### src/rtl/stbq_pkg.sv
// Package: widths, register indexes, sequencer states and saturation helpers
`timescale 1ns / 1ps
`default_nettype none

package stbq_pkg;

    localparam int SAMPLE_W  = 16;
    localparam int COEF_W    = 32;
    localparam int COEF_FRAC = 30;
    localparam int STATE_W   = 48;
    localparam int PROD_W    = COEF_W + SAMPLE_W;
    localparam int SUM_W     = STATE_W + 3;
    localparam int SHIFT_W   = SUM_W - COEF_FRAC;
    localparam int CFG_IDX_W = 3;

    localparam logic [CFG_IDX_W-1:0] REG_ENABLE = CFG_IDX_W'(0);
    localparam logic [CFG_IDX_W-1:0] REG_B0     = CFG_IDX_W'(1);
    localparam logic [CFG_IDX_W-1:0] REG_B1     = CFG_IDX_W'(2);
    localparam logic [CFG_IDX_W-1:0] REG_B2     = CFG_IDX_W'(3);
    localparam logic [CFG_IDX_W-1:0] REG_A1     = CFG_IDX_W'(4);
    localparam logic [CFG_IDX_W-1:0] REG_A2     = CFG_IDX_W'(5);

    localparam logic signed [COEF_W-1:0] COEF_ONE  = COEF_W'(64'sd1 <<< COEF_FRAC);
    localparam logic signed [SUM_W-1:0]  ROUND_HALF = SUM_W'(64'sd1 <<< (COEF_FRAC - 1));

    typedef enum logic [2:0] {
        ST_IDLE,
        ST_MUL_B0,
        ST_SUM_Y,
        ST_SUM_B1,
        ST_SUM_A1,
        ST_SUM_B2,
        ST_SUM_A2,
        ST_OUT
    } seq_state_t;

    typedef enum logic [2:0] {
        COEF_SEL_B0,
        COEF_SEL_B1,
        COEF_SEL_B2,
        COEF_SEL_A1,
        COEF_SEL_A2
    } coef_sel_t;

    typedef enum logic [1:0] {
        ADD_D1,
        ADD_D2,
        ADD_ACC,
        ADD_ZERO
    } add_src_t;

    typedef struct packed {
        coef_sel_t coef_sel;
        logic      mul_use_y;
        add_src_t  add_src;
        logic      add_sub;
        logic      add_half;
        logic      load_y;
        logic      load_acc;
        logic      load_d1;
        logic      load_d2;
    } dp_ctrl_t;

    function automatic logic signed [SAMPLE_W-1:0] sat_sample(
        input logic signed [SHIFT_W-1:0] v
    );
        logic [SHIFT_W-SAMPLE_W:0] top;
        logic signed [SAMPLE_W-1:0] r;
        top = v[SHIFT_W-1:SAMPLE_W-1];
        if ((&top) || !(|top))
            r = v[SAMPLE_W-1:0];
        else if (v[SHIFT_W-1])
            r = {1'b1, {(SAMPLE_W-1){1'b0}}};
        else
            r = {1'b0, {(SAMPLE_W-1){1'b1}}};
        return r;
    endfunction

    function automatic logic signed [STATE_W-1:0] sat_state(
        input logic signed [SUM_W-1:0] v
    );
        logic [SUM_W-STATE_W:0] top;
        logic signed [STATE_W-1:0] r;
        top = v[SUM_W-1:STATE_W-1];
        if ((&top) || !(|top))
            r = v[STATE_W-1:0];
        else if (v[SUM_W-1])
            r = {1'b1, {(STATE_W-1){1'b0}}};
        else
            r = {1'b0, {(STATE_W-1){1'b1}}};
        return r;
    endfunction

endpackage

`default_nettype wire

### src/rtl/stereo_biquad_highpass.sv
// Stereo biquad section, transposed direct form II, on one shared multiply-accumulate unit
//
//  channel | signals                                   | direction
//  --------+-------------------------------------------+----------
//  in      | in_valid, in_ready, left_in, right_in,    | in
//          | clear_history                             |
//  out     | out_valid, out_ready, left_out, right_out | out
//  cfg     | cfg_write_en, cfg_index, cfg_data         | in
//
// Filtering: each input is run through six multiply/add steps per channel on the
// single 32x16 multiplier and 51-bit adder; no new input is taken until both
// channels are done.
// Pass-through (filter disabled): input goes from idle straight to the output state.
// in_ready is high only while the sequencer is idle; the result register
// frees it once loaded, so a stalled output holds only the finished frame.
// Reset clears the delay state and loads the default coefficients.
`timescale 1ns / 1ps
`default_nettype none

module stereo_biquad_highpass (
    input  wire logic                                  clk,
    input  wire logic                                  rst_n,
    input  wire logic                                  in_valid,
    output logic                                       in_ready,
    input  wire logic signed [stbq_pkg::SAMPLE_W-1:0]  left_in,
    input  wire logic signed [stbq_pkg::SAMPLE_W-1:0]  right_in,
    input  wire logic                                  clear_history,
    output logic                                       out_valid,
    input  wire logic                                  out_ready,
    output logic signed [stbq_pkg::SAMPLE_W-1:0]       left_out,
    output logic signed [stbq_pkg::SAMPLE_W-1:0]       right_out,
    input  wire logic                                  cfg_write_en,
    input  wire logic [stbq_pkg::CFG_IDX_W-1:0]        cfg_index,
    input  wire logic [stbq_pkg::COEF_W-1:0]           cfg_data
);
    import stbq_pkg::*;

    seq_state_t state_reg, state_next;
    dp_ctrl_t   ctrl;

    logic                       enable_reg;
    logic signed [COEF_W-1:0]   b0_reg, b1_reg, b2_reg, a1_reg, a2_reg;
    logic signed [STATE_W-1:0]  d1_reg [2];
    logic signed [STATE_W-1:0]  d2_reg [2];
    logic signed [SAMPLE_W-1:0] x_reg  [2];
    logic signed [SAMPLE_W-1:0] y_reg  [2];
    logic                       ch_reg;
    logic signed [PROD_W-1:0]   prod_reg;
    logic signed [SUM_W-1:0]    acc_reg;
    logic                       out_valid_reg;
    logic signed [SAMPLE_W-1:0] left_out_reg, right_out_reg;

    logic                       in_xfer;
    logic                       out_free;
    logic signed [COEF_W-1:0]   mul_a;
    logic signed [SAMPLE_W-1:0] mul_b;
    logic signed [PROD_W-1:0]   prod_full;
    logic signed [SUM_W-1:0]    opa;
    logic signed [SUM_W-1:0]    prod_ext;
    logic signed [SUM_W-1:0]    sum;
    logic signed [SAMPLE_W-1:0] y_new;
    logic signed [STATE_W-1:0]  d_new;

    assign in_ready  = (state_reg == ST_IDLE);
    assign in_xfer   = in_valid && in_ready;
    assign out_free  = !out_valid_reg || out_ready;
    assign out_valid = out_valid_reg;
    assign left_out  = left_out_reg;
    assign right_out = right_out_reg;

    // Sequencer
    always_ff @(posedge clk or negedge rst_n)
    begin
        if (!rst_n)
            state_reg <= ST_IDLE;
        else
            state_reg <= state_next;
    end

    always_comb
    begin
        state_next    = state_reg;
        ctrl          = '0;
        ctrl.coef_sel = COEF_SEL_B0;
        ctrl.add_src  = ADD_ZERO;
        case (state_reg)
            ST_IDLE:
            begin
                if (in_valid)
                    state_next = enable_reg ? ST_MUL_B0 : ST_OUT;
            end
            ST_MUL_B0:
            begin
                ctrl.coef_sel = COEF_SEL_B0;
                state_next    = ST_SUM_Y;
            end
            ST_SUM_Y:
            begin
                ctrl.add_src  = ADD_D1;
                ctrl.add_half = 1'b1;
                ctrl.load_y   = 1'b1;
                ctrl.coef_sel = COEF_SEL_B1;
                state_next    = ST_SUM_B1;
            end
            ST_SUM_B1:
            begin
                ctrl.add_src   = ADD_D2;
                ctrl.load_acc  = 1'b1;
                ctrl.coef_sel  = COEF_SEL_A1;
                ctrl.mul_use_y = 1'b1;
                state_next     = ST_SUM_A1;
            end
            ST_SUM_A1:
            begin
                ctrl.add_src  = ADD_ACC;
                ctrl.add_sub  = 1'b1;
                ctrl.load_d1  = 1'b1;
                ctrl.coef_sel = COEF_SEL_B2;
                state_next    = ST_SUM_B2;
            end
            ST_SUM_B2:
            begin
                ctrl.add_src   = ADD_ZERO;
                ctrl.load_acc  = 1'b1;
                ctrl.coef_sel  = COEF_SEL_A2;
                ctrl.mul_use_y = 1'b1;
                state_next     = ST_SUM_A2;
            end
            ST_SUM_A2:
            begin
                ctrl.add_src = ADD_ACC;
                ctrl.add_sub = 1'b1;
                ctrl.load_d2 = 1'b1;
                state_next   = ch_reg ? ST_OUT : ST_MUL_B0;
            end
            ST_OUT:
            begin
                if (out_free)
                    state_next = ST_IDLE;
            end
            default:
            begin
                state_next = ST_IDLE;
            end
        endcase
    end

    // Shared multiplier and adder
    always_comb
    begin
        case (ctrl.coef_sel)
            COEF_SEL_B0: mul_a = b0_reg;
            COEF_SEL_B1: mul_a = b1_reg;
            COEF_SEL_B2: mul_a = b2_reg;
            COEF_SEL_A1: mul_a = a1_reg;
            COEF_SEL_A2: mul_a = a2_reg;
            default:     mul_a = b0_reg;
        endcase
    end

    assign mul_b     = ctrl.mul_use_y ? y_reg[ch_reg] : x_reg[ch_reg];
    assign prod_full = mul_a * mul_b;
    assign prod_ext  = SUM_W'(prod_reg);

    always_comb
    begin
        case (ctrl.add_src)
            ADD_D1:   opa = SUM_W'(d1_reg[ch_reg]);
            ADD_D2:   opa = SUM_W'(d2_reg[ch_reg]);
            ADD_ACC:  opa = acc_reg;
            ADD_ZERO: opa = '0;
            default:  opa = '0;
        endcase
    end

    assign sum   = opa + (ctrl.add_sub ? -prod_ext : prod_ext)
                 + (ctrl.add_half ? ROUND_HALF : SUM_W'(0));
    assign y_new = sat_sample(sum[SUM_W-1:COEF_FRAC]);
    assign d_new = sat_state(sum);

    always_ff @(posedge clk)
    begin
        prod_reg <= prod_full;
        if (ctrl.load_acc)
            acc_reg <= sum;
        if (in_xfer)
        begin
            x_reg[0] <= left_in;
            x_reg[1] <= right_in;
            y_reg[0] <= left_in;
            y_reg[1] <= right_in;
        end
        else if (ctrl.load_y)
            y_reg[ch_reg] <= y_new;
        if ((state_reg == ST_OUT) && out_free)
        begin
            left_out_reg  <= y_reg[0];
            right_out_reg <= y_reg[1];
        end
    end

    // Delay state, channel pointer, result valid
    always_ff @(posedge clk or negedge rst_n)
    begin
        if (!rst_n)
        begin
            d1_reg[0]     <= '0;
            d1_reg[1]     <= '0;
            d2_reg[0]     <= '0;
            d2_reg[1]     <= '0;
            ch_reg        <= 1'b0;
            out_valid_reg <= 1'b0;
        end
        else
        begin
            if (in_xfer)
            begin
                ch_reg <= 1'b0;
                if (clear_history)
                begin
                    d1_reg[0] <= '0;
                    d1_reg[1] <= '0;
                    d2_reg[0] <= '0;
                    d2_reg[1] <= '0;
                end
            end
            if (ctrl.load_d1)
                d1_reg[ch_reg] <= d_new;
            if (ctrl.load_d2)
            begin
                d2_reg[ch_reg] <= d_new;
                ch_reg         <= 1'b1;
            end
            if ((state_reg == ST_OUT) && out_free)
                out_valid_reg <= 1'b1;
            else if (out_ready)
                out_valid_reg <= 1'b0;
        end
    end

    // Configuration registers
    always_ff @(posedge clk or negedge rst_n)
    begin
        if (!rst_n)
        begin
            enable_reg <= 1'b0;
            b0_reg     <= COEF_ONE;
            b1_reg     <= '0;
            b2_reg     <= '0;
            a1_reg     <= '0;
            a2_reg     <= '0;
        end
        else if (cfg_write_en)
        begin
            case (cfg_index)
                REG_ENABLE: enable_reg <= cfg_data[0];
                REG_B0:     b0_reg     <= cfg_data;
                REG_B1:     b1_reg     <= cfg_data;
                REG_B2:     b2_reg     <= cfg_data;
                REG_A1:     a1_reg     <= cfg_data;
                REG_A2:     a2_reg     <= cfg_data;
                default:    ;
            endcase
        end
    end

    // Checks
    a_clear_zeroes: assert property (@(posedge clk) disable iff (!rst_n)
        in_xfer && clear_history |=>
            d1_reg[0] == '0 && d1_reg[1] == '0 && d2_reg[0] == '0 && d2_reg[1] == '0)
        else $error("delay state not cleared");

    a_bypass_direct: assert property (@(posedge clk) disable iff (!rst_n)
        in_xfer && !enable_reg |=> state_reg == ST_OUT)
        else $error("pass-through frame entered the filter sequence");

    a_result_loaded: assert property (@(posedge clk) disable iff (!rst_n)
        state_reg == ST_OUT && out_free |=> out_valid && in_ready)
        else $error("result not presented on completion");

    a_second_channel: assert property (@(posedge clk) disable iff (!rst_n)
        state_reg == ST_SUM_A2 && !ch_reg |=> state_reg == ST_MUL_B0 && ch_reg)
        else $error("right channel not sequenced after left");

endmodule

`default_nettype wire
### config.mk
export PLATFORM = sky130hd
export DESIGN_NAME = stereo_biquad_highpass
export DESIGN_NICKNAME = d
export VERILOG_FILES = /design/src/rtl/stbq_pkg.sv /design/src/rtl/stereo_biquad_highpass.sv
export SDC_FILE = /design/constraint.sdc
export NUM_CORES = 2
export LEC_CHECK = 0
export BUFFER_PORTS_ARGS = -buffer_cell sky130_fd_sc_hd__buf_4
export CORE_ASPECT_RATIO = 0.8
export CORE_MARGIN = 3
export CORE_UTILIZATION = 35
export DETAILED_ROUTE_END_ITERATION = 8
export GPL_TIMING_DRIVEN = 1
export SKIP_LAST_GASP = 1
export SLEW_MARGIN = 20
export SYNTH_ARGS = -nofsm -noshare
export SYNTH_HDL_FRONTEND = slang
export SYNTH_SLANG_ARGS = --single-unit
### constraint.sdc
create_clock -name clk -period 15.63 [get_ports clk]
set_input_delay 1.563 -clock clk [delete_from_list [all_inputs] [get_ports clk]]
set_output_delay 1.563 -clock clk [all_outputs]
set_load 0.05 [all_outputs]
==> flow_metrics.tcl <==
set metrics [dict create \
    place.gp.congestion 0.912 \
    multiInputGateArea_um2 27300 \
    min-delay-start "y_reg[1][2]" \
    fin_nets 5022 \
    status "completed" \
    via_count 33000 \
    endpoint "prod_reg[42]" \
    arrival_ns 10.56 \
    r2r-start "state_reg[1]" \
    worstSkewPairLatency_ns 0.63 \
    area.sequential_um2 14300 \
    synth.distinct_cells 77 \
    setup-tns-final_ns 0 \
    rrSetupSlack_ns 5.56 \
    synthToLayoutAreaGrowth_pct 10.6 \
    die_h_um 326 \
    synth-async-reset-ratio_pct 64.7 \
    portBuffers 106 \
    cp_data_required_time_ns 16.12 \
    rsz0062_at_grt "false" \
    startpoint "state_reg[1]" \
    period_share_pct 64.4 \
    cts_made_buffers 66 \
    cpMostUsedCell "fa_1" \
    hp-class "flop to flop" \
    cp_max_fo 65 \
    cts_resized 0 \
    synth_fp_nets 5021 \
    drt_iter0_drc 2966 \
    ys_seq_area_share_pct 32.0 \
    drc 0 \
    fillers 12300 \
    layout-drive-gt1-share_pct 14.0 \
    syn_area_per_cell_um2 10.5 \
    htree_levels 3 \
    maxCapViolCount 0 \
    firstDrtPassIters 5 \
    cp-start-kind "flop" \
    final_cell_mix "inv_1 (590), fa_1 (488), nand2_1 (381)" \
    route.met3.wl_mm 10.6 \
    via_per_inst 5.55 \
    die-area_um2 132000 \
    synth_ff_type "dfrtp_1" \
    crit_type "flop to flop" \
    grt_pass1_vias 33600 \
    cts_setup_buffers 0 \
    clockBufferDepth 3 \
    wl_mm 132 \
    cts_sinks 553 \
    utilization_pct 39.3 \
    rows 116 \
    reg2reg_to "prod_reg[42]" \
    hpwlAfterDp_mm 94.9 \
    worst_pin_slew_ns 1.17 \
    postCtsHoldBufs 0 \
    final_common_cell "inv_1" \
    yosys_register_bits 553 \
    wl_met1_mm 60.1 \
    cts_tree "done" \
    io_pins 107 \
    antenna_found_initial 1 \
    fin_crit_ns 10.07 \
    dr.max_layer_used "met4" \
    synth_edf_count 147 \
    fp.coreArea_um2 126000 \
    cts.clk_slew.worst_paths_ns 0.06 \
    ys_warn_count 0 \
    setup_viol 0 \
    root_buffer "clkbuf_16" \
    fin_skew_ns 0.0373 \
    slowest_stage "mux4_2" \
    start_util_pct 35.5 \
    fin_ws_ns 5.56 \
    max_stage_delay_ns 0.86 \
    die_x_um 406 \
    final_max_slew_viol_count 0 \
    netlist_instances 4247 \
    reg2regPathDepth 29 \
    wl_met2_mm 57.8 \
    syn-cell-area_um2 44700 \
    grt_max_degree 79 \
    pre_cts_slack_ns 5.64 \
    endpoint_kind "flop" \
    grt_pass1_wl_mm 207 \
    fmax_ghz 0.0993 \
    track_usage_pct 20.1 \
    finalHoldViolCount 0 \
    avgRoutedWirePerCell_um 22.2 \
    ant_nets 0 \
    gr-total-overflow 0 \
    max_slew_margin_pct 21.4 \
]
## cell type report
| cell class | instances | share of cell area (%) |
|---|---|---|
| multi-input combinational | 2843 | 55.1 |
| sequential | 553 | 29.0 |
| inverter | 591 | 4.48 |
| tap | 1652 | 4.18 |
| clock buffer | 87 | 3.68 |
| timing repair buffer | 193 | 2.95 |
| clock inverter | 35 | 0.594 |
| antenna | 1 | 0.00506 |
## how the worst min path moves through the flow
stage	endpoint	slack, ns	cells past startpoint
after floorplan	left_out[10]	0.42	0
after global placement	left_out[1]	0.46	0
after detailed placement	right_out[2]	0.45	0
after CTS	right_out[2]	0.47	0
after global routing	left_out[1]	0.48	0
final	right_out[2]	0.47	0
## routing by layer
metal | vias up | GRT usage, %
met5 | - | 0
met4 | 0 | 5.55
met3 | 185 | 3.72
met2 | 1306 | 30.3
met1 | 17000 | 29.3
li1 | 14500 | -
## logic make-up after synthesis
group,count (synthesis),share of synthesized area [%]
AND/OR/NAND/NOR,892,8.82
AO/OA/AOI/OAI,826,14.0
flip-flops,553,32.0
adder cells (fa/ha/maj),701,27.8
XOR/XNOR,146,2.86
multiplexers,278,7.03
buffers and inverters,851,7.43
## cell usage after synthesis (14+ instances only)
master / n / share of area, %
inv_1: 591 / 5.0
fa_1: 488 / 22
nand2_1: 381 / 3.2
dfrtp_1: 357 / 20
nor2_1: 260 / 2.2
ha_1: 213 / 6.0
mux2_2: 208 / 5.2
a221o_1: 203 / 4.5
a21oi_1: 192 / 2.1
clkbuf_1: 184 / 1.5
edfxtp_1: 147 / 9.9
xnor2_1: 92 / 1.8
a221oi_1: 76 / 1.5
o21ai_0: 76 / 0.85
mux2i_1: 62 / 1.4
a21o_1: 57 / 0.96
xor2_1: 54 / 1.1
nand3_1: 53 / 0.59
dfxtp_1: 48 / 2.1
buf_1: 43 / 0.36
a22oi_1: 40 / 0.67
and2_1: 39 / 0.55
nor2b_1: 35 / 0.49
o221a_2: 31 / 0.78
nand2b_1: 30 / 0.42
o21a_1: 26 / 0.44
nand4_1: 22 / 0.31
a31oi_1: 18 / 0.25
buf_2: 17 / 0.19
nor3_1: 17 / 0.19
and3_1: 14 / 0.20
o211ai_1: 14 / 0.23
## stage by stage
stage	hold WS [ns]	area [µm²]	cells
finish	0.466	49500	5955
global route	0.482	49500	5954
CTS	0.467	49500	5954
detailed placement	0.452	47400	5832
global placement	0.457	47400	5832
floorplan	0.421	44700	4247
## worst max-delay path: cells and delay by family (launching register included)
| family | cells | cell delay [ns] |
|---|---|---|
| adders and majority gates | 7 | 3.44 |
| and+or+nand+nor | 6 | 1.55 |
| xor gates and xnor gates | 1 | 0.15 |
| AOI/OAI and AO/OA | 8 | 2.14 |
| buffers and inverters | 6 | 1.38 |
| muxes | 1 | 0.86 |
| DFF | 1 | 0.37 |
Power is not shown: default switching activity piles up to over one toggle a cycle in this logic, so the estimate is an artifact.
